**src/sv/pngu_pkg.sv**
```systemverilog
// ----------------------------------------------------------------------------
// pngu_pkg
// Shared types and constants of the PNG scanline unfilter.
// ----------------------------------------------------------------------------
`default_nettype none

package pngu_pkg;

    localparam int MAX_ROW_BYTES_DEF = 2048;
    localparam int MAX_BPP_DEF       = 8;

    // configuration port
    localparam int CFG_IDX_W  = 2;
    localparam int CFG_DATA_W = 12;
    localparam int ROW_LEN_W  = 12;
    localparam int BPP_W      = 4;

    localparam logic [CFG_IDX_W-1:0] CFG_ROW_LENGTH     = 2'd0;
    localparam logic [CFG_IDX_W-1:0] CFG_BYTES_PER_PIXEL = 2'd1;

    // history tap index, wide enough for bytes_per_pixel up to 8
    localparam int HIST_IDX_W = 3;

    // decoupling queue depth
    localparam int QDEPTH   = 2;
    localparam int QPTR_W   = 1;
    localparam int QCNT_W   = 2;

    typedef enum logic [2:0] {
        FLT_NONE    = 3'd0,
        FLT_SUB     = 3'd1,
        FLT_UP      = 3'd2,
        FLT_AVERAGE = 3'd3,
        FLT_PAETH   = 3'd4
    } t_filter;

    localparam logic [7:0] FLT_MAX_CODE = 8'd4;

    // one classified byte handed from front to back
    typedef struct packed {
        logic [7:0]            data;
        logic                  err;
        logic                  last;
        logic                  first_row;
        logic                  use_left;
        logic [HIST_IDX_W-1:0] hist_idx;
        t_filter               filter;
    } t_task;

endpackage

`default_nettype wire

```
**src/sv/pngu_queue.sv**
```systemverilog
// ----------------------------------------------------------------------------
// pngu_queue
// Short FIFO between the front and back ends.
// ----------------------------------------------------------------------------
`default_nettype none

module pngu_queue #(
    parameter int W = 8
) (
    input  wire logic         i_clk,
    input  wire logic         i_rst_n,
    input  wire logic         i_push,
    input  wire logic [W-1:0] i_data,
    output logic              o_full,
    output logic              o_valid,
    output logic [W-1:0]      o_data,
    input  wire logic         i_pop
);

    logic [W-1:0]                r_mem [pngu_pkg::QDEPTH];
    logic [pngu_pkg::QPTR_W-1:0] r_wptr;
    logic [pngu_pkg::QPTR_W-1:0] r_rptr;
    logic [pngu_pkg::QCNT_W-1:0] r_cnt;
    logic                        do_pop;

    assign o_full  = r_cnt == pngu_pkg::QCNT_W'(pngu_pkg::QDEPTH);
    assign o_valid = r_cnt != '0;
    assign o_data  = r_mem[r_rptr];
    assign do_pop  = i_pop && o_valid;

    always_ff @(posedge i_clk) begin
        if (i_push) begin
            r_mem[r_wptr] <= i_data;
        end
    end

    always_ff @(posedge i_clk) begin
        if (!i_rst_n) begin
            r_wptr <= '0;
            r_rptr <= '0;
            r_cnt  <= '0;
        end else begin
            if (i_push) begin
                r_wptr <= r_wptr + pngu_pkg::QPTR_W'(1);
            end
            if (do_pop) begin
                r_rptr <= r_rptr + pngu_pkg::QPTR_W'(1);
            end
            if (i_push && !do_pop) begin
                r_cnt <= r_cnt + pngu_pkg::QCNT_W'(1);
            end else if (!i_push && do_pop) begin
                r_cnt <= r_cnt - pngu_pkg::QCNT_W'(1);
            end
        end
    end

    a_no_overflow: assert property (@(posedge i_clk) disable iff (!i_rst_n)
        i_push |-> !o_full)
        else $error("push into full queue");

endmodule

`default_nettype wire

```
**config.mk**
```make
export PLATFORM = sky130hd
export DESIGN_NAME = pngu_queue
export DESIGN_NICKNAME = d
export VERILOG_FILES = /design/src/sv/pngu_pkg.sv /design/src/sv/pngu_queue.sv
export SDC_FILE = /design/constraint.sdc
export NUM_CORES = 1
export LEC_CHECK = 0
export ABC_AREA = 1
export BUFFER_PORTS_ARGS = -buffer_cell sky130_fd_sc_hd__buf_2
export CAP_MARGIN = 5
export CORE_UTILIZATION = 45
export DETAILED_ROUTE_END_ITERATION = 7
export GPL_TIMING_DRIVEN = 0
export PLACE_DENSITY = 0.78
export SKIP_CTS_REPAIR_TIMING = 1
export SYNTH_ARGS = -nofsm -noshare
export SYNTH_HDL_FRONTEND = slang
export SYNTH_SLANG_ARGS = --single-unit
```
**constraint.sdc**
```tcl
create_clock -name i_clk -period 1.3 [get_ports i_clk]
set_input_delay 0.26 -clock i_clk [delete_from_list [all_inputs] [get_ports i_clk]]
set_output_delay 0.26 -clock i_clk [all_outputs]
set_load 0.05 [all_outputs]
```
After elaboration in Yosys (flattened, before gate mapping)
Memory sizes are Yosys's and may differ from the RTL's. A register that Yosys moved wholly into a read port is not among the register bits.
Index checks and enable logic that the tools add are counted.
- output and inout bits: 10
- bits in registers: 4
- memory bits (writable): 16
- memories kept: 1
- input port bits: 12
- memories (name ; depth ; width ; rd ports ; clocked after Yosys merged registers in ; wr ports ; line ; source):
    r_mem ; 2 ; 8 ; 1 ; 1 ; 1 ; pngu_queue.sv:20 ; logic [W-1:0] r_mem [pngu_pkg::QDEPTH];
- equal/unequal tests: 1
- multiplexer cells: 6
- add/subtract/negate cells: 4
- reduce and logical (&&, ||, !) cells: 7
- operators with widths (kind ; number):
    $mux 1 ; 4
    $mux 2 ; 2
    $reduce_bool 2->1 ; 2
    $logic_and 1x1->1 ; 3
    $add 1x1->1 const B ; 2
    $add 2x1->2 const B ; 1
    $eq 2x2->1 const B ; 1
    $logic_not 1->1 ; 2
    $sub 2x1->2 const B ; 1

Depth between registers and ports, before layout
Gate-level depths: netlist (run 1).
- word-level depth: 5
- depth in mapped cells: 9

Least setup slack after synthesis (run 1)
Ideal clock, no wire load.
- path type: reg-to-output
- start point: register r_cnt[1] (netlist bit)
- end point: output o_full
- path slack: 10 ps
- arrival: 1030 ps
- required time: 1040 ps
- stages on the path, launching flop included: 3
- cell sequence: dfxtp_1 > inv_1 > nor2_1
- cells in the longest elaborated chain, start to end: 1
- RTL lines (item ; line ; source):
    from (decl) ; pngu_queue.sv:23 ; logic [pngu_pkg::QCNT_W-1:0] r_cnt;
    from (signal assigned) ; pngu_queue.sv:50 ; r_cnt <= r_cnt + pngu_pkg::QCNT_W'(1);
    from (signal assigned) ; pngu_queue.sv:52 ; r_cnt <= r_cnt - pngu_pkg::QCNT_W'(1);
    $eq 2x2->1 ; pngu_queue.sv:26 ; assign o_full = r_cnt == pngu_pkg::QCNT_W'(pngu_pkg::QDEPTH);
    to (decl) ; pngu_queue.sv:14 ; output logic o_full,
Every way passes these cells.

==> results of run 1 <==
-- sequential cells by signal, summed over array words and instances, names as in the netlist, named ones only --
name    flops
r_mem      16
r_rptr      1
r_cnt       2
r_wptr      1
-- how the worst max path moves through the flow --
stage               depth (start not counted)                     to  slack, ns                  start
floorplan                                   2                 o_full       0.01  r_cnt[1]$_SDFFE_PN0P_
global placement                            3  r_mem[0][5]$_DFFE_PP_     -0.002                 i_push
detailed placement                          3  r_mem[0][5]$_DFFE_PP_      -0.01                 i_push
CTS                                         3              o_data[7]      -0.27                   flop
global route                                3              o_data[1]      -0.24                   flop
finish                                      3              o_data[7]      -0.20                   flop
-- cells in the mapped netlist (all sizes together) --
cell	number
inv	8
ha	1
edfxtp	16
o21a	1
a21oi	1
mux2	8
nor2	8
dfxtp	5
buf	1
nand3	1
nand4	1
nand2	9
o21ai	1
-- critical path: stages (launching register included) --
cell and delay [ns]:
dfxtp_2 0.35, buf_8 0.14, mux2_4 0.31, buf_6 0.15
-- layer usage --
metal / part of all wire [%] / track usage (%) / up-vias / routed length [um]
met3: 5.7 / 3.17 / 2 / 79
met1: 36 / 11.9 / 237 / 495
met5: 0 / 0 / - / 0
li1: - / - / 256 / -
met2: 57 / 26.6 / 16 / 798
met4: 1.0 / 5.45 / 0 / 14
-- layout make-up --
class	instances	area (um^2)
Tap cell	25	31.3
Buffer	1	15.0
Multi-Input combinational cell	31	255
Clock buffer	3	22.5
Timing Repair Buffer	21	164
Sequential cell	21	587
Clock inverter	1	5.00
Inverter	8	30.0
Fill cell	140	636
-- metrics by stage --
stage	cells	util [%]	worst slack [ns]
floorplan	61	-	0.00956
global placement	107	56.6	-0.00245
detailed placement	107	56.6	-0.00985
CTS	111	58.1	-0.275
global route	111	63.6	-0.241
finish	111	63.6	-0.196
-- power by group through the flow --
stage	combinational [uW]	sequential, uW	clock [uW]
floorplan	355	809	0
global placement	426	812	0
detailed placement	439	816	0
CTS	441	801	296
global route	570	816	325
finish	532	810	285
-- cells by family after synthesis --
kind of cell / after synthesis / share of synthesized area, %
buffers and inverters: 9 / 4.85
multiplexers: 8 / 14.1
AO/OA/AOI/OAI: 3 / 2.20
flip-flops: 21 / 68.2
adder cells (fa/ha/maj): 1 / 1.47
AND/OR/NAND/NOR: 19 / 9.12
-- cell usage in the layout, fill, tap and decap left out, drive strengths merged, types with 3 or more instances in the layout --
| master | netlist | layout |
|---|---|---|
| mux2 | 8 | 8 |
| clkbuf | 0 | 3 |
| nor2 | 8 | 8 |
| inv | 8 | 8 |
| nand2 | 9 | 9 |
| edfxtp | 16 | 16 |
| dfxtp | 5 | 5 |
| buf | 1 | 22 |
==> metrics.md, run 1 <==
| Metric | Value |
|---|---|
| Worst Hold End | `r_mem[0][2]$_DFFE_PP_` |
| Clock H-tree levels | `1` |
| Via count | `511` |
| Power Dens Cells | `1470 nW/um^2` |
| Worst Slack Setup Final | `-0.196 ns` |
| Startpoint class of the critical path | `flop` |
| Hold depth | `1` |
| Worst skew pair latency | `0.28 ns` |
| Fmax | `668 MHz` |
| Post-synth cell types | `15` |
| Sink Count | `21` |
| Comb pwr share | `32.7%` |
| Largest area contributor in the netlist | `edfxtp_1` |
| Worst R2R Setup Slack | `0.10 ns` |
| Max Clock Skew | `0.00343 ns` |
| Initial antenna violation count | `0` |
| DP HPWL | `962 um` |
| Post-synth top area share | `56.5%` |
| Overflow after GRT | `0` |
| Initial DRT Pass Iterations | `4` |
| PnR Total Power | `1630 uW` |
| Global Route Usage Sum | `13.1%` |
| Diode count | `0` |
| Num rows | `15` |
| Largest net degree at the start of global routing | `13` |
| Finished Cell Area | `1110 um^2` |
| Synthesized area per cell | `13.9 um^2` |
| Antenna Nets Post-Route | `0` |
| CTS tree | `yes` |
| Hold_ws | `0.159 ns` |
| Yosys warnings | `0` |
| IO Port Bufs | `21` |
| Number of placed I/O pins | `22` |
| Switching power | `516 uW` |
| Failing checks | `negative setup slack` |
| Post-route DRC | `0` |
| Die height | `45.5 um` |
| CTS buffer count | `3` |
| Max Cap Viol | `0` |
| Crit-path max FO | `8` |
| Area grow syn2layout | `30.4%` |
| RSZ-0062 raised after global routing | `true` |
| Routed len/inst | `12.5 um` |
| Crit path time final | `1.50 ns` |
| Final-report setup violation count | `8` |
| Synthesized Nets | `74` |
| Final Hold Viols | `0` |
| Bufs on Longest Clock Path | `2` |
| Critical path class | `flop to primary output` |
| Min-Delay Path Class | `input port to flop` |
| Endpoint type of the worst setup path | `primary output` |
| Worst Tran Pin Value | `0.639 ns` |
| Number of global-route vias before repair | `494` |
| CTS root buf | `clkbuf_4` |
| Synth Register Bits | `21` |
| Flop pwr share | `49.8%` |
| Setup TNS | `-1.53 ns` |
| Fin nets | `100` |
| Internal power | `1110 uW` |
| Starting Density | `48.7%` |
| Routability cong. | `0.699` |
| Clk slew on worst S/H paths | `0.11 ns` |
| Die W | `45.5 um` |
| Hold_sp | `i_data[2]` |
| Layout cells sized above 1 | `53.5%` |
| Dominant cells by area after synthesis | `edfxtp_1, mux2_4, dfxtp_1, nand2_1, nor2_1` |
| Seq/Total Area, Yosys | `68.2%` |
| Mapped Cells | `61` |
| Die area | `2070 um^2` |
| Post-Syn Area | `851 um^2` |
| Iter 0 DRT Violations | `5` |
| Period Utilization, post-route | `115%` |
| Reg2reg end | `r_cnt[1]$_SDFFE_PN0P_` |
| Reg2reg path depth | `8` |
| First-pass GRT wire length | `1840 um` |
| Crit path DAT | `1.24 ns` |
| CP required | `1.04 ns` |
| Vias per cell | `4.60` |
| Status | `finished with violations` |
| Leak | `0.000475 uW` |
| Rel. slew slack | `57.2%` |
| Placed instance area | `987 um^2` |
| Max-slew violation count | `0` |
| Routed wire length | `1390 um` |
| Clk pwr share | `17.5%` |
| CORE AREA | `1750 um^2` |
| R2R Path Start | `r_cnt[0]$_SDFFE_PN0P_` |
| Peak supply drop | `0.906 mV` |
| Switching part of the total | `31.7%` |
Power figures use the tool's default switching activity.
==> run 2: changes to the inputs <==
--- a/config.mk
+++ b/config.mk
@@ -13,4 +13,5 @@
 export GPL_TIMING_DRIVEN = 0
 export PLACE_DENSITY = 0.78
+export SETUP_SLACK_MARGIN = 0.05
 export SKIP_CTS_REPAIR_TIMING = 1
 export SYNTH_ARGS = -nofsm -noshare
==> constraint.sdc (replaced) <==
create_clock -name i_clk -period 1.3 [get_ports i_clk]
set_input_delay 0.26 -clock i_clk [delete_from_list [all_inputs] [get_ports i_clk]]
set_output_delay 0.26 -clock i_clk [all_outputs]
set_load 0.005 [all_outputs]
==> metrics.md, run 2 (same netlist as run 1, synthesis figures left out) <==
| Metric | Value |
|---|---|
| Antenna Nets Post-Route | `0` |
| Area grow syn2layout | `30.0%` |
| Reg with most FFs | `r_mem` |
| Crit path DAT | `1.20 ns` |
| Routed len/inst | `12.4 um` |
| Final Hold Viols | `0` |
| RSZ-0062 raised after global routing | `true` |
| Max Cap Viol | `0` |
| Critical path, cell by cell | `buf_8 -> mux2_4 -> buf_6` |
| CTS root buf | `clkbuf_4` |
| Peak supply drop | `0.789 mV` |
| Slowest cell delay on critical path | `0.35 ns` |
| Reg2reg end | `r_cnt[1]$_SDFFE_PN0P_` |
| CORE AREA | `1750 um^2` |
| Routed wire length | `1370 um` |
| Worst Hold End | `r_mem[1][4]$_DFFE_PP_` |
| Worst R2R Setup Slack | `0.10 ns` |
| Fmax | `686 MHz` |
| DP HPWL | `962 um` |
| Final-report setup violation count | `8` |
| Post-route DRC | `0` |
| Die W | `45.5 um` |
| Global Route Usage Sum | `13.1%` |
| Min-Delay Path Class | `input port to flop` |
| CTS tree | `yes` |
| First-pass GRT wire length | `1840 um` |
| Commonest non-fill, non-tap cell in the layout | `edfxtp_1` |
| Die area | `2070 um^2` |
| Initial DRT Pass Iterations | `4` |
| Crit path time final | `1.46 ns` |
| Clock H-tree levels | `1` |
| R2R Path Start | `r_cnt[0]$_SDFFE_PN0P_` |
| Vias per cell | `4.63` |
| Power Dens Cells | `1310 nW/um^2` |
| Initial antenna violation count | `0` |
| Max-slew violation count | `0` |
| Max Clock Skew | `0.00178 ns` |
| Fin nets | `100` |
| Max stage delay cell, worst path | `dfxtp_2` |
| Largest net degree at the start of global routing | `13` |
| Status | `finished with violations` |
| Commonest cells after routing, fill and taps aside | `edfxtp_1, buf_2, mux2_4, buf_6` |
| Layout cells sized above 1 | `53.5%` |
| Setup TNS | `-1.22 ns` |
| Worst Slack Setup Final | `-0.157 ns` |
| Period Utilization, post-route | `112%` |
| Rel. slew slack | `74.0%` |
| Layout fillers | `142` |
| Reg2reg path depth | `7` |
| Num rows | `15` |
| Worst skew pair latency | `0.28 ns` |
| Critical path class | `flop to primary output` |
| Largest register FFs | `16` |
| Utilization after layout | `63.4%` |
| Routability cong. | `0.699` |
| Endpoint type of the worst setup path | `primary output` |
| Largest regs | `r_mem (16), r_cnt (2)` |
| Hold depth | `1` |
| IO Port Bufs | `21` |
| Startpoint class of the critical path | `flop` |
| Via count | `514` |
| Failing checks | `negative setup slack` |
| Number of global-route vias before repair | `494` |
| Diode count | `0` |
| Place WS | `-0.00985 ns` |
| Clk slew on worst S/H paths | `0.11 ns` |
| Die height | `45.5 um` |
| Iter 0 DRT Violations | `4` |
| Crit-path max FO | `8` |
| Sink Count | `21` |
| Overflow after GRT | `0` |
| Starting Density | `48.7%` |
| Number of placed I/O pins | `22` |
| Hold_sp | `i_data[4]` |
| Leak | `0.000475 uW` |
| Final Instance Count excl. Fillers | `111` |
| CP required | `1.04 ns` |
| CTS buffer count | `3` |
| Placed insts | `107` |
| Worst Tran Pin Value | `0.390 ns` |
| Bufs on Longest Clock Path | `2` |
| Hold_ws | `0.159 ns` |
[run 2: power breakdown]
group	switching [uW]	leakage [uW]	internal (uW)
sequential	28.7	0.000193	781
combinational	151	0.000265	199
clock	174	0.0000177	114
total	354	0.000475	1090
[run 2: how the worst max path moves through the flow]
stage,from,to,depth (start not counted)
global placement,i_push,r_mem[0][5]$_DFFE_PP_,3
CTS,flop,o_data[7],3
floorplan,r_cnt[0]$_SDFFE_PN0P_,r_cnt[1]$_SDFFE_PN0P_,8
detailed placement,i_push,r_mem[0][5]$_DFFE_PP_,3
global route,flop,o_data[1],3
finish,flop,o_data[7],3
[run 2: area by class of cell]
cell class | count | area (um^2) | share of cell area [%]
well taps | 25 | 31.3 | 2.83
clock inverters | 1 | 5.00 | 0.452
inverters | 8 | 32.5 | 2.94
plain buffers | 1 | 15.0 | 1.36
repair buffers | 21 | 155 | 14.0
clock buffers | 3 | 22.5 | 2.04
flip-flops and latches | 21 | 587 | 53.1
multi-input cells | 31 | 258 | 23.3
[run 2: stage by stage]
stage	area, um^2	total power (uW)
global placement	987	1070
floorplan	851	995
CTS	1010	1370
global route	1110	1530
detailed placement	987	1090
finish	1110	1450
[run 2: layer usage]
metal / share of wire [%] / GRT usage, %
met3: 5.8 / 3.17
met4: 1.0 / 5.45
met1: 35 / 11.9
met5: 0 / 0
met2: 58 / 26.6
[run 2: worst max-delay path: cells and delay by family (launching register included)]
family | cells | cell delay (ns)
buf+inv | 2 | 0.26
mux | 1 | 0.31
flops | 1 | 0.35
