[src/sv/pngu_pkg.sv]
// ----------------------------------------------------------------------------
// pngu_pkg
// Shared types and constants of the PNG scanline unfilter.
// ----------------------------------------------------------------------------
`default_nettype none

package pngu_pkg;

    localparam int MAX_ROW_BYTES_DEF = 2048;
    localparam int MAX_BPP_DEF       = 8;

    // configuration port
    localparam int CFG_IDX_W  = 2;
    localparam int CFG_DATA_W = 12;
    localparam int ROW_LEN_W  = 12;
    localparam int BPP_W      = 4;

    localparam logic [CFG_IDX_W-1:0] CFG_ROW_LENGTH     = 2'd0;
    localparam logic [CFG_IDX_W-1:0] CFG_BYTES_PER_PIXEL = 2'd1;

    // history tap index, wide enough for bytes_per_pixel up to 8
    localparam int HIST_IDX_W = 3;

    // decoupling queue depth
    localparam int QDEPTH   = 2;
    localparam int QPTR_W   = 1;
    localparam int QCNT_W   = 2;

    typedef enum logic [2:0] {
        FLT_NONE    = 3'd0,
        FLT_SUB     = 3'd1,
        FLT_UP      = 3'd2,
        FLT_AVERAGE = 3'd3,
        FLT_PAETH   = 3'd4
    } t_filter;

    localparam logic [7:0] FLT_MAX_CODE = 8'd4;

    // one classified byte handed from front to back
    typedef struct packed {
        logic [7:0]            data;
        logic                  err;
        logic                  last;
        logic                  first_row;
        logic                  use_left;
        logic [HIST_IDX_W-1:0] hist_idx;
        t_filter               filter;
    } t_task;

endpackage

`default_nettype wire

[src/sv/pngu_if.sv]
// ----------------------------------------------------------------------------
// pngu_if
// Valid/ready channel interfaces: stream bytes in, pixel bytes out, config.
// ----------------------------------------------------------------------------
`default_nettype none

interface pngu_byte_if;
    logic       valid;
    logic       ready;
    logic [7:0] stream_byte;
    logic       frame_start;

    modport source (output valid, output stream_byte, output frame_start, input ready);
    modport sink   (input valid, input stream_byte, input frame_start, output ready);
endinterface


interface pngu_cfg_if;
    logic                             valid;
    logic                             ready;
    logic [pngu_pkg::CFG_IDX_W-1:0]   index;
    logic [pngu_pkg::CFG_DATA_W-1:0]  data;

    modport source (output valid, output index, output data, input ready);
    modport sink   (input valid, input index, input data, output ready);
endinterface

`default_nettype wire

[src/sv/pngu_front.sv]
// ----------------------------------------------------------------------------
// pngu_front
// Accepts stream bytes, tracks row position and filter, classifies bytes.
// ----------------------------------------------------------------------------
`default_nettype none

module pngu_front #(
    parameter int MAX_ROW_BYTES = pngu_pkg::MAX_ROW_BYTES_DEF,
    parameter int MAX_BPP       = pngu_pkg::MAX_BPP_DEF,
    localparam int COL_W        = $clog2(MAX_ROW_BYTES)
) (
    input  wire logic            i_clk,
    input  wire logic            i_rst_n,
    pngu_byte_if.sink            i_byte,
    pngu_cfg_if.sink             i_cfg,
    input  wire logic            i_full,
    output logic                 o_push,
    output pngu_pkg::t_task      o_task,
    output logic [COL_W-1:0]     o_col
);

    localparam int LEN_W = ($clog2(MAX_ROW_BYTES + 1) > pngu_pkg::ROW_LEN_W)
                         ? $clog2(MAX_ROW_BYTES + 1) : pngu_pkg::ROW_LEN_W;

    logic [pngu_pkg::ROW_LEN_W-1:0] r_row_length;
    logic [pngu_pkg::BPP_W-1:0]     r_bpp;
    logic [COL_W-1:0]               r_col,      n_col;
    logic                           r_expect,   n_expect;
    logic                           r_first,    n_first;
    logic                           r_halted,   n_halted;
    pngu_pkg::t_filter              r_filter,   n_filter;

    logic                           accept;
    logic                           fs;
    logic                           exp_eff;
    logic                           first_eff;
    logic [COL_W-1:0]               col_eff;
    logic [LEN_W-1:0]               len_ext;
    logic [LEN_W-1:0]               len_eff;
    logic [pngu_pkg::BPP_W-1:0]     bpp_eff;
    logic                           last;
    logic                           use_left;

    assign i_byte.ready = !i_full;
    assign i_cfg.ready  = 1'b1;
    assign accept       = i_byte.valid && i_byte.ready;
    assign fs           = i_byte.frame_start;

    // out-of-range register values are clamped
    always_comb begin
        len_ext = LEN_W'(r_row_length);
        if (r_row_length == '0) begin
            len_eff = LEN_W'(1);
        end else if (len_ext > LEN_W'(MAX_ROW_BYTES)) begin
            len_eff = LEN_W'(MAX_ROW_BYTES);
        end else begin
            len_eff = len_ext;
        end
        if (r_bpp == '0) begin
            bpp_eff = pngu_pkg::BPP_W'(1);
        end else if (r_bpp > pngu_pkg::BPP_W'(MAX_BPP)) begin
            bpp_eff = pngu_pkg::BPP_W'(MAX_BPP);
        end else begin
            bpp_eff = r_bpp;
        end
    end

    assign exp_eff   = fs || r_expect;
    assign first_eff = fs || r_first;
    assign col_eff   = fs ? '0 : r_col;
    assign last      = ((LEN_W + 1)'(col_eff) + (LEN_W + 1)'(1)) >= (LEN_W + 1)'(len_eff);
    assign use_left  = LEN_W'(col_eff) >= LEN_W'(bpp_eff);

    always_comb begin
        n_col    = r_col;
        n_expect = r_expect;
        n_first  = r_first;
        n_halted = r_halted;
        n_filter = r_filter;
        o_push   = 1'b0;

        o_task.data      = i_byte.stream_byte;
        o_task.err       = 1'b0;
        o_task.last      = last;
        o_task.first_row = first_eff;
        o_task.use_left  = use_left;
        o_task.hist_idx  = pngu_pkg::HIST_IDX_W'(bpp_eff - pngu_pkg::BPP_W'(1));
        o_task.filter    = r_filter;
        o_col            = col_eff;

        if (accept) begin
            if (fs) begin
                n_halted = 1'b0;
                n_first  = 1'b1;
                n_expect = 1'b1;
                n_col    = '0;
            end
            if (fs || !r_halted) begin
                if (exp_eff) begin
                    if (i_byte.stream_byte > pngu_pkg::FLT_MAX_CODE) begin
                        n_halted   = 1'b1;
                        o_push     = 1'b1;
                        o_task.err = 1'b1;
                    end else begin
                        n_filter = pngu_pkg::t_filter'(i_byte.stream_byte[2:0]);
                        n_expect = 1'b0;
                        n_col    = '0;
                    end
                end else begin
                    o_push = 1'b1;
                    if (last) begin
                        n_col    = '0;
                        n_expect = 1'b1;
                        n_first  = 1'b0;
                    end else begin
                        n_col = col_eff + COL_W'(1);
                    end
                end
            end
        end
    end

    always_ff @(posedge i_clk) begin
        if (!i_rst_n) begin
            r_row_length <= pngu_pkg::ROW_LEN_W'(8);
            r_bpp        <= pngu_pkg::BPP_W'(1);
            r_col        <= '0;
            r_expect     <= 1'b1;
            r_first      <= 1'b1;
            r_halted     <= 1'b0;
            r_filter     <= pngu_pkg::FLT_NONE;
        end else begin
            if (i_cfg.valid && i_cfg.ready) begin
                case (i_cfg.index)
                    pngu_pkg::CFG_ROW_LENGTH: begin
                        r_row_length <= i_cfg.data[pngu_pkg::ROW_LEN_W-1:0];
                    end
                    pngu_pkg::CFG_BYTES_PER_PIXEL: begin
                        r_bpp <= i_cfg.data[pngu_pkg::BPP_W-1:0];
                    end
                    default: begin
                    end
                endcase
            end
            r_col    <= n_col;
            r_expect <= n_expect;
            r_first  <= n_first;
            r_halted <= n_halted;
            r_filter <= n_filter;
        end
    end

    // dropped bytes after a bad filter never reach the back end
    a_halt_drop: assert property (@(posedge i_clk) disable iff (!i_rst_n)
        (accept && r_halted && !fs) |-> !o_push)
        else $error("byte queued while halted");

    a_err_halts: assert property (@(posedge i_clk) disable iff (!i_rst_n)
        (o_push && o_task.err) |=> r_halted)
        else $error("error result without halt");

endmodule

`default_nettype wire

[src/flat_wrapper.sv]
// flat-port wrapper written by rule: the top's interface ports become plain ports
module pngu_front_flat 
#(
    parameter int MAX_ROW_BYTES = pngu_pkg::MAX_ROW_BYTES_DEF,
    parameter int MAX_BPP       = pngu_pkg::MAX_BPP_DEF,
    localparam int COL_W        = $clog2(MAX_ROW_BYTES)
)
  (i_clk, i_rst_n, i_full, o_push, o_task, o_col, i_byte_valid, i_byte_stream_byte, i_byte_frame_start, i_byte_ready, i_cfg_valid, i_cfg_index, i_cfg_data, i_cfg_ready);
  pngu_byte_if i_byte_i ();
  pngu_cfg_if i_cfg_i ();
  input  wire logic i_clk;
  input  wire logic i_rst_n;
  input  wire logic i_full;
  output logic o_push;
  output pngu_pkg::t_task o_task;
  output logic [COL_W-1:0] o_col;
  input wire logic [$bits(i_byte_i.valid)-1:0] i_byte_valid;
  input wire logic [$bits(i_byte_i.stream_byte)-1:0] i_byte_stream_byte;
  input wire logic [$bits(i_byte_i.frame_start)-1:0] i_byte_frame_start;
  output wire logic [$bits(i_byte_i.ready)-1:0] i_byte_ready;
  input wire logic [$bits(i_cfg_i.valid)-1:0] i_cfg_valid;
  input wire logic [$bits(i_cfg_i.index)-1:0] i_cfg_index;
  input wire logic [$bits(i_cfg_i.data)-1:0] i_cfg_data;
  output wire logic [$bits(i_cfg_i.ready)-1:0] i_cfg_ready;
  assign i_byte_i.valid = i_byte_valid;
  assign i_byte_i.stream_byte = i_byte_stream_byte;
  assign i_byte_i.frame_start = i_byte_frame_start;
  assign i_byte_ready = i_byte_i.ready;
  assign i_cfg_i.valid = i_cfg_valid;
  assign i_cfg_i.index = i_cfg_index;
  assign i_cfg_i.data = i_cfg_data;
  assign i_cfg_ready = i_cfg_i.ready;
  pngu_front #(.MAX_ROW_BYTES(MAX_ROW_BYTES), .MAX_BPP(MAX_BPP)) u_core (.i_clk(i_clk), .i_rst_n(i_rst_n), .i_byte(i_byte_i), .i_cfg(i_cfg_i), .i_full(i_full), .o_push(o_push), .o_task(o_task), .o_col(o_col));
endmodule
[config.mk]
export PLATFORM = sky130hd
export DESIGN_NAME = pngu_front_flat
export DESIGN_NICKNAME = d
export VERILOG_FILES = /design/src/sv/pngu_pkg.sv /design/src/sv/pngu_if.sv /design/src/sv/pngu_front.sv /design/src/flat_wrapper.sv
export SDC_FILE = /design/constraint.sdc
export NUM_CORES = 1
export LEC_CHECK = 0
export BUFFER_PORTS_ARGS = -buffer_cell sky130_fd_sc_hd__buf_2
export CELL_PAD_IN_SITES_DETAIL_PLACEMENT = 1
export CELL_PAD_IN_SITES_GLOBAL_PLACEMENT = 1
export CORE_ASPECT_RATIO = 0.9
export CORE_MARGIN = 2
export CORE_UTILIZATION = 38
export CTS_CLUSTER_SIZE = 8
export DETAILED_ROUTE_END_ITERATION = 16
export PLACE_DENSITY_LB_ADDON = 0.1
export SLEW_MARGIN = 20
export SYNTH_ARGS = -nofsm -noshare
export SYNTH_HDL_FRONTEND = slang
export SYNTH_SLANG_ARGS = --single-unit
export TNS_END_PERCENT = 50
[constraint.sdc]
create_clock -name i_clk -period 4 [get_ports i_clk]
set_clock_uncertainty 0.15 [all_clocks]
set_input_delay 0.4 -clock i_clk [delete_from_list [all_inputs] [get_ports i_clk]]
set_output_delay 0.4 -clock i_clk [all_outputs]
set_load 0.02 [all_outputs]
; ---- After elaboration in Yosys (flattened, before gate mapping)
; Index checks and enable logic that the tools add are counted.
[word_totals]
wordCells = 58
out_inout_bits = 32
in_bits = 28
reg_bits = 33
[classes]
muxes = 29
reduce_logical = 12
bitwise_logic = 1
addsub = 3
eq_ne = 1
order_cmp = 5
[ops]
columns = cell, count
row1 = $mux 11, 5
row2 = $mux 12, 2
row3 = $mux 1, 20
row4 = $ge 13x12->1, 1
row5 = $add 11x1->12 const B, 1
row6 = $gt 12x12->1 const B, 1
row7 = $logic_not 12->1, 1
row8 = $add 11x1->11 const B, 1
row9 = $ge 11x4->1, 1
row10 = $gt 8x3->1 const B, 1
row11 = $mux 4, 2
row12 = $gt 4x4->1 const B, 1
row13 = $logic_not 4->1, 1
row14 = $reduce_and 2->1, 2
row15 = $reduce_and 4->1, 1
row16 = $logic_or 1x1->1, 3
row17 = $sub 3x1->3 const B, 1
row18 = $eq 2x1->1 const B, 1
row19 = $logic_not 1->1, 2
row20 = $logic_not 2->1, 1
row21 = $logic_and 1x1->1, 1
row22 = $not 1->1, 1

; ---- Depth between registers and ports, before layout
; Gate-level depths: netlist of the first run.
[logic_depth]
ltp_word = 7
mapped_depth = 16
ltp_nobuf = 14

; ---- Least setup slack after synthesis of the first run
; No wires, ideal clock.
[synth_timing]
kind = input-to-output
start = input port i_byte_frame_start
end = output port o_task[8] in the netlist's numbering
arrival_time_ns = 3.171
n_path_buf = 3
slack_ns = 0.279
required_ns = 3.450
path_stages = 14
path_cell_list = buf_2 buf_1 nor2b_1 ha_1 nand3_2 and4bb_2 xor2_2 ha_1 a21oi_1 o21ai_0 a31oi_1 o211a_1 inv_1 buf_4
[synth_via]
elab_chain_len = 3
[synth_lines]
columns = element, line_no
row1 = from (decl), flat_wrapper.sv:19  ; input wire logic [$bits(i_byte_i.frame_start)-1:0] i_byte_frame_start;
row2 = $mux 11, pngu_front.sv:70  ; assign col_eff = fs ? '0 : r_col;
row3 = net o_col[1], flat_wrapper.sv:16  ; output logic [COL_W-1:0] o_col;
row4 = $add 11x1->12, pngu_front.sv:71  ; assign last = ((LEN_W + 1)'(col_eff) + (LEN_W + 1)'(1)) >= (LEN_W + 1)'(len_eff);
row5 = $ge 13x12->1, pngu_front.sv:71
row6 = to (decl), flat_wrapper.sv:15  ; output pngu_pkg::t_task o_task;
; The timed path passes the listed nets, and every way through them passes these cells.

==> results of run 1 <==
critical path, stage by stage (launching register included):
cell,delay (ns)
dfxtp_1,0.38
nor2b_1,0.45
nand3_2,0.22
and4bb_2,0.37
xor2_2,0.08
ha_1,0.31
nand4_1,0.12
a311o_1,0.34
o211a_1,0.16
inv_1,0.10
buf_2,0.17
worst paths after layout:
check / from / endpoint / slack, ns / cells past startpoint
setup / recovery: u_core.r_col[2] / o_task[8] / 0.45 / 10
hold / removal: i_cfg_data[0] / u_core.r_bpp[0] / 0.20 / 3
setup reg to reg: u_core.r_col[2] / u_core.r_first / 0.68 / 11
hold reg to reg: u_core.r_filter[1] / u_core.r_filter[1] / 0.31 / 2
stage by stage:
step | instance area, sq um | cells | util, %
2_1_floorplan | 2330 | 294 | -
3_3_place_gp | 2580 | 402 | 43.0
3_5_place_dp | 2580 | 402 | 43.0
4_1_cts | 2690 | 410 | 44.7
5_1_grt | 2690 | 410 | 44.7
6_report | 2690 | 410 | 44.7
placed cells by master (no fill, tap or decap), drive strengths merged, types with 6 or more instances in the layout:
cell | Yosys | final
clkbuf | 9 | 7
nor2b | 16 | 16
nor2 | 19 | 19
o21ai | 11 | 11
a31oi | 6 | 6
nand3 | 15 | 15
buf | 18 | 63
ha | 18 | 18
inv | 9 | 9
a21boi | 14 | 14
dfxtp | 33 | 33
a21oi | 13 | 13
nand2 | 52 | 52
power breakdown:
part | switching (W) | internal (W) | total [W]
Sequential | 0.00000805 | 0.000339 | 0.000347
Clock | 0.000127 | 0.000156 | 0.000282
Combinational | 0.0000918 | 0.0000561 | 0.000148
metal layers:
layer,GRT usage [%],vias up
met5,0,-
met4,5.47,0
met3,3.79,5
li1,-,1100
met2,31.5,34
met1,28.0,1017
kinds of logic (layout without fill, tap and decap cells):
kind of cell,Yosys count,count (layout),share of synthesized area (%)
compound gates,61,61,18.8
xor+xnor,10,10,4.09
simple gates,131,131,28.8
buf+inv,36,80,8.39
fa+ha+maj,18,18,9.68
other cells,1,1,0.161
flops,33,33,28.4
mux,4,4,1.72
area by class of cell:
cell class	count	area, sq um	share of cell area, %
clock inverter	1	5.00	0.186
tap	72	90.1	3.35
timing repair buffer	63	328	12.2
sequential	33	661	24.6
multi-input combinational	225	1470	54.8
clock buffer	7	96.3	3.58
inverter	9	33.8	1.26
state kept, by name, summed over array words and instances (netlist names):
name	cells
u_core.r_expect	1
u_core.r_filter	3
u_core.r_halted	1
u_core.r_col	11
u_core.r_first	1
u_core.r_bpp	4
u_core.len_ext	12
timing repair:
action	in CTS	in global routing
endpoints found under the setup margin	0	1
gates resized for setup	0	1
endpoints found under the hold margin	0	0
==> summary.md, run 1 <==
| Metric | Value |
|---|---|
| Status | finished clean |
| Layout cells sized above 1 | 26.0% |
| CTS Hold Bufs | 0 |
| VDD IR-drop max | 0.171 mV |
| Drt first pass iters | 4 |
| Post-layout min period | 3.55 ns |
| Crit-path max FO | 7 |
| Syn Std Cell Area | 2330 sq um |
| RSZ-0062 raised after global routing | no |
| Max layer used | met4 |
| Post-synth EDFFs | 0 |
| Port Buffer Count | 58 |
| TritonCTS clock tree | yes |
| Headroom to the max-slew limit | 47.4% |
| Seq/Total Area, Yosys | 28.4% |
| First DRT Iteration DRCs | 59 |
| Synth Net Count | 340 |
| Clk slew on worst S/H paths | 0.07 ns |
| GR Overflow Total | 0 |
| Overall power | 0.000777 W |
| Setup WS post-layout | 0.450 ns |
| Rows | 27 |
| First-pass GRT wire length | 10800 microns |
| Starting density of the core | 38.7% |
| Pin count of the biggest net entering global routing | 32 |
| Measured slew at the worst slew-check pin | 0.788 ns |
| Initial antenna violation count | 0 |
| Synth Register Bits | 33 |
| Die width | 86.5 microns |
| Synth top area share | 28.4% |
| Routed len/inst | 15.6 microns |
| Syn_area_per_cell | 7.92 sq um |
| P&R area growth vs syn | 15.5% |
| CTS Buf Count | 5 |
| Sink Count | 33 |
| P_leak | 1.21 nW |
| CTS H-tree lvls | 2 |
| Commonest cells post-synth | nand2_1, dfxtp_1, ha_1 |
| HPWL Detailed | 4950 microns |
| Final WL | 6390 microns |
| CP arrival | 3.00 ns |
| Antenna cell count | 0 |
| Via count of the routed design | 2156 |
| FFs w/ async S/R, synth | 0% |
| I/O pins | 60 |
| Setup_tns | 0 ns |
| Clk buf depth | 2 |
| Crit Path Category | flip-flop to output pin |
| Max-cap violation count | 0 |
| Final setup vio count | 0 |
| Vias/cell | 5.26 |
| Metal3 WL | 193 microns |
| Cells after Synth | 294 |
| Routability cong. | 0.809 |
| Core Box Area | 6010 sq um |
| Postcts setup bufs | 0 |
| Die ar. | 6770 sq um |
| # fillers | 756 |
| DRC | 0 |
| Ranking of synthesized cells by area | dfxtp_1, ha_1, nand2_1 |
| Max Slew Vio Count | 0 |
| Root Driver | clkbuf_8 |
| DP Worst Slack | 0.430 ns |
| Crit end category | output pin |
| Worst Hold Class | primary input to flip-flop |
| Biggest area consumer among synthesized cells | dfxtp_1 |
| Hold Vio Cnt, Final | 0 |
| Fin nets | 383 |
| Min Hold Slack | 0.198 ns |
| Yosys warnings | 0 |
| Routed wl met2 | 2860 microns |
| Synth unique cells | 54 |
| Most numerous cell in the Yosys netlist | nand2_1 |
| Fmax | 282 MHz |
| Final cycle utilization of the critical path | 88.7% |
| Met1 wire length | 3290 microns |
| GRT Total Usage | 20.1% |
| Routed Antenna Nets | 0 |
| Prevailing post-synth register cell | dfxtp_1 |
| Crit path required time | 3.45 ns |
| Worst skew pair latency | 0.29 ns |
| Crit start category | flip-flop |
| Power density cells | 289 nW/um^2 |
| Vias in the first global route | 2209 |
| Die Ht | 78.2 microns |
Note: power is estimated with default switching activity, not from simulation.
==> run 2, diff against run 1 <==
--- a/config.mk
+++ b/config.mk
@@ -14,6 +14,7 @@
 export CTS_CLUSTER_SIZE = 8
 export DETAILED_ROUTE_END_ITERATION = 16
 export PLACE_DENSITY_LB_ADDON = 0.1
+export RECOVER_POWER = 25
 export SLEW_MARGIN = 20
 export SYNTH_ARGS = -nofsm -noshare
 export SYNTH_HDL_FRONTEND = slang
==> summary.md, run 2 (synthesis gave the netlist of run 1 again) <==
| Metric | Value |
|---|---|
| Status | finished clean |
| CP arrival | 3.00 ns |
| Die Ht | 78.2 microns |
| Max Slew Vio Count | 0 |
| Crit Path Category | flip-flop to output pin |
| P&R area growth vs syn | 14.9% |
| GR Overflow Total | 0 |
| Via count of the routed design | 2150 |
| Vias/cell | 5.24 |
| Final WL | 6380 microns |
| Die width | 86.5 microns |
| Final Cell Area | 2670 sq um |
| VDD IR-drop max | 0.171 mV |
| Footprint of the multi-input gates | 1470 sq um |
| Clk buf depth | 2 |
| Port Buffer Count | 58 |
| Worst Hold Class | primary input to flip-flop |
| Measured slew at the worst slew-check pin | 0.792 ns |
| Setup_tns | 0 ns |
| Clk slew on worst S/H paths | 0.07 ns |
| Initial antenna violation count | 0 |
| Core Box Area | 6010 sq um |
| Setup crit start | u_core.r_col[2] |
| Placed cell areas | 2580 sq um |
| Crit-path max FO | 7 |
| GRT Total Usage | 20.1% |
| Starting density of the core | 38.7% |
| First DRT Iteration DRCs | 58 |
| # fillers | 751 |
| Sink Count | 33 |
| CTS H-tree lvls | 2 |
| Grt met2 use | 31.5% |
| Crit path required time | 3.45 ns |
| Internal reg-to-reg setup slack | 0.69 ns |
| Headroom to the max-slew limit | 47.2% |
| Routing usage on met1 | 28.0% |
| Fmax | 282 MHz |
| Crit start category | flip-flop |
| Worst skew pair latency | 0.29 ns |
| Max-cap violation count | 0 |
| Commonest cells after routing, fill and taps aside | nand2_1, buf_2, dfxtp_1 |
| Vias in the first global route | 2209 |
| Crit end category | output pin |
| DRC | 0 |
| Layout cells sized above 1 | 22.8% |
| Root Driver | clkbuf_8 |
| CTS Buf Count | 5 |
| HPWL Detailed | 4950 microns |
| Routed Antenna Nets | 0 |
| TritonCTS clock tree | yes |
| HP Start | i_cfg_data[0] |
| Grt met3 use | 3.79% |
| CTS Hold Bufs | 0 |
| Final cycle utilization of the critical path | 88.7% |
| RSZ-0062 raised after global routing | no |
| Die ar. | 6770 sq um |
| Commonest non-fill, non-tap cell in the layout | nand2_1 |
| Routability cong. | 0.809 |
| Pin count of the biggest net entering global routing | 32 |
| Drt first pass iters | 4 |
| Hold Vio Cnt, Final | 0 |
| P_leak | 1.18 nW |
| Final setup vio count | 0 |
| Layer with the highest usage | met2 |
| Rows | 27 |
| I/O pins | 60 |
| Largest register FFs | 12 |
| Antenna cell count | 0 |
| Post-layout min period | 3.55 ns |
| Power density cells | 290 nW/um^2 |
| FF/Latch Area | 661 sq um |
| Fin nets | 383 |
| First-pass GRT wire length | 10800 microns |
| Routed len/inst | 15.6 microns |
| Reg-to-Reg Start | u_core.r_col[2] |
-- run 2: per-stage QoR --
step | std cells | setup slack, ns | hold slack [ns] | power (W) | utilization (%)
after floorplan | 294 | 0.279 | 0.283 | 0.000459 | -
after CTS | 410 | 0.348 | 0.192 | 0.000787 | 44.7
after global routing | 410 | 0.0875 | 0.212 | 0.000818 | 44.5
final | 410 | 0.452 | 0.198 | 0.000776 | 44.5
after detailed placement | 402 | 0.430 | 0.303 | 0.000502 | 43.0
after global placement | 402 | 0.555 | 0.297 | 0.000499 | 43.0
-- run 2: timing repair --
| action | in CTS | in global routing |
|---|---|---|
| buffers inserted | 0 | 0 |
| gates resized for setup | 0 | 1 |
| setup endpoints to repair | 0 | 1 |
-- run 2: cell type report --
type	instances	share of cell area, %
clock inverter	1	0.187
tap	72	3.37
clock buffer	7	3.60
multi-input combinational	225	55.1
inverter	9	1.26
timing repair buffer	63	11.7
sequential	33	24.7
-- run 2: worst max-delay path, cell delays in order (launching register included) --
cell and delay [ns]:
dfxtp_1 0.38, nor2b_1 0.45, nand3_2 0.22, and4bb_2 0.37
xor2_2 0.08, ha_1 0.31, nand4_1 0.12, a311o_1 0.34
o211a_1 0.16, inv_1 0.10, buf_2 0.17
-- run 2: report_power, final --
group	total [W]	leakage (nW)	switching (W)	internal, W
logic	0.000147	0.856	0.0000919	0.0000546
clock network	0.000282	0.0542	0.000127	0.000156
registers	0.000347	0.268	0.00000804	0.000339
-- run 2: final timing paths --
| kind | to | cells after the start |
|---|---|---|
| worst max-delay path | o_task[8] | 10 |
| worst min-delay path | u_core.r_bpp[0] | 3 |
| worst max register to register | u_core.r_first | 11 |
| worst min register to register | u_core.r_filter[1] | 2 |
-- run 2: metal layers --
layer	share of wire (%)	routed length, microns
met2	45	2850
met1	51	3280
met3	3.1	195
met4	0.72	46
met5	0	0
==> run 3, diff against run 2 <==
--- a/config.mk
+++ b/config.mk
@@ -6,14 +6,12 @@
 export NUM_CORES = 1
 export LEC_CHECK = 0
 export BUFFER_PORTS_ARGS = -buffer_cell sky130_fd_sc_hd__buf_2
-export CELL_PAD_IN_SITES_DETAIL_PLACEMENT = 1
-export CELL_PAD_IN_SITES_GLOBAL_PLACEMENT = 1
 export CORE_ASPECT_RATIO = 0.9
 export CORE_MARGIN = 2
-export CORE_UTILIZATION = 38
+export CORE_UTILIZATION = 53
 export CTS_CLUSTER_SIZE = 8
 export DETAILED_ROUTE_END_ITERATION = 16
-export PLACE_DENSITY_LB_ADDON = 0.1
+export PLACE_DENSITY = 0.8
 export RECOVER_POWER = 25
 export SLEW_MARGIN = 20
 export SYNTH_ARGS = -nofsm -noshare
==> summary.md, run 3 (synthesis gave the netlist of run 1 again) <==
| Metric | Value |
|---|---|
| First DRT Iteration DRCs | 152 |
| Die width | 73.9 microns |
| Pin count of the biggest net entering global routing | 32 |
| Max-cap violation count | 0 |
| Crit Path Category | flip-flop to output pin |
| Status | finished clean |
| Final Cell Area | 2640 sq um |
| Setup_tns | 0 ns |
| TritonCTS clock tree | yes |
| GRT Total Usage | 23.0% |
| VDD IR-drop max | 0.174 mV |
| Routability cong. | 0.918 |
| Final setup vio count | 0 |
| Overall power | 0.000738 W |
| Post-layout min period | 3.63 ns |
| Placed cell areas | 2560 sq um |
| Commonest cells after routing, fill and taps aside | nand2_1, buf_2, dfxtp_1 |
| DRC | 0 |
| HPWL Detailed | 4100 microns |
| Routed len/inst | 13.5 microns |
| Headroom to the max-slew limit | 50.4% |
| CTS H-tree lvls | 2 |
| Final WL | 5360 microns |
| Max Slew Vio Count | 0 |
| CP arrival | 3.08 ns |
| Worst skew pair latency | 0.28 ns |
| Crit end category | output pin |
| Hold Vio Cnt, Final | 0 |
| Commonest non-fill, non-tap cell in the layout | nand2_1 |
| Starting density of the core | 56.0% |
| Hold path depth | 3 |
| DP Worst Slack | 0.451 ns |
| Die Ht | 66.9 microns |
| Vias/cell | 5.53 |
| FF/Latch Area | 661 sq um |
| CTS Hold Bufs | 0 |
| Footprint of the multi-input gates | 1470 sq um |
| Measured slew at the worst slew-check pin | 0.745 ns |
| Routed Antenna Nets | 0 |
| Worst r2r path cells | 12 |
| GR Overflow Total | 0 |
| Crit path required time | 3.45 ns |
| Final cycle utilization of the critical path | 90.8% |
| Core Box Area | 4160 sq um |
| Fin nets | 382 |
| Sink Count | 33 |
| Largest register FFs | 12 |
| CTS Buf Count | 5 |
| Root Driver | clkbuf_8 |
| First-pass GRT wire length | 8780 microns |
| Port Buffer Count | 58 |
| I/O pins | 60 |
| Postcts setup bufs | 0 |
| Clk slew on worst S/H paths | 0.06 ns |
| Worst Hold Class | primary input to flip-flop |
| Layout cells sized above 1 | 22.3% |
| P&R area growth vs syn | 13.3% |
| P_leak | 1.17 nW |
| Fmax | 275 MHz |
| Initial antenna violation count | 0 |
| Die ar. | 4940 sq um |
| Clk buf depth | 2 |
| Cts repair resizes | 0 |
| Antenna cell count | 0 |
| Vias in the first global route | 2018 |
| Via count of the routed design | 2190 |
| Rows | 22 |
| RSZ-0062 raised after global routing | no |
| Min Hold Slack | 0.195 ns |
| Power density cells | 280 nW/um^2 |
| Drt first pass iters | 4 |
| Crit-path max FO | 9 |
| Crit start category | flip-flop |
| # fillers | 376 |
| Setup WS post-layout | 0.368 ns |
## run 3: power by group
group,internal [W],leakage (nW),switching (W)
combinational,0.0000536,0.855,0.0000872
sequential,0.000339,0.268,0.00000808
clock,0.000136,0.0443,0.000114
total,0.000529,1.17,0.000209
## run 3: critical path, stage by stage (launching register included)
cell	delay, ns
dfxtp_1	0.39
nor2b_2	0.25
ha_1	0.29
nand3_2	0.15
and4bb_2	0.35
xor2_2	0.16
ha_1	0.27
a21oi_1	0.12
o21ai_0	0.10
a31oi_1	0.15
o211a_1	0.31
inv_1	0.09
buf_2	0.17
## run 3: cell type report
class	instances	area share [%]
clock buffer	7	3.27
inverter	9	1.28
multi-input combinational	225	55.9
sequential	33	25.0
tap	60	2.85
timing repair buffer	62	11.7
## run 3: worst paths after layout
path,from,to,slack [ns]
max reg2reg,u_core.r_col[1],u_core.r_col[8],0.64
min reg2reg,u_core.r_filter[0],u_core.r_filter[0],0.31
min,i_cfg_data[0],u_core.r_bpp[0],0.20
max,u_core.r_col[1],o_task[8],0.37
## run 3: metrics by stage
step,cells,utilization [%]
5_1_grt,396,63.5
3_3_place_gp,389,61.6
2_1_floorplan,294,-
6_report,396,63.5
4_1_cts,396,63.7
3_5_place_dp,389,61.6
## run 3: layer usage
metal	part of all wire, %	GRT usage, %	vias up	wire length [microns]
li1	-	-	1096	-
met1	47	29.5	1011	2510
met2	45	36.9	75	2390
met3	7.3	7.41	8	392
met4	1.3	5.91	0	68
met5	0	0	-	0
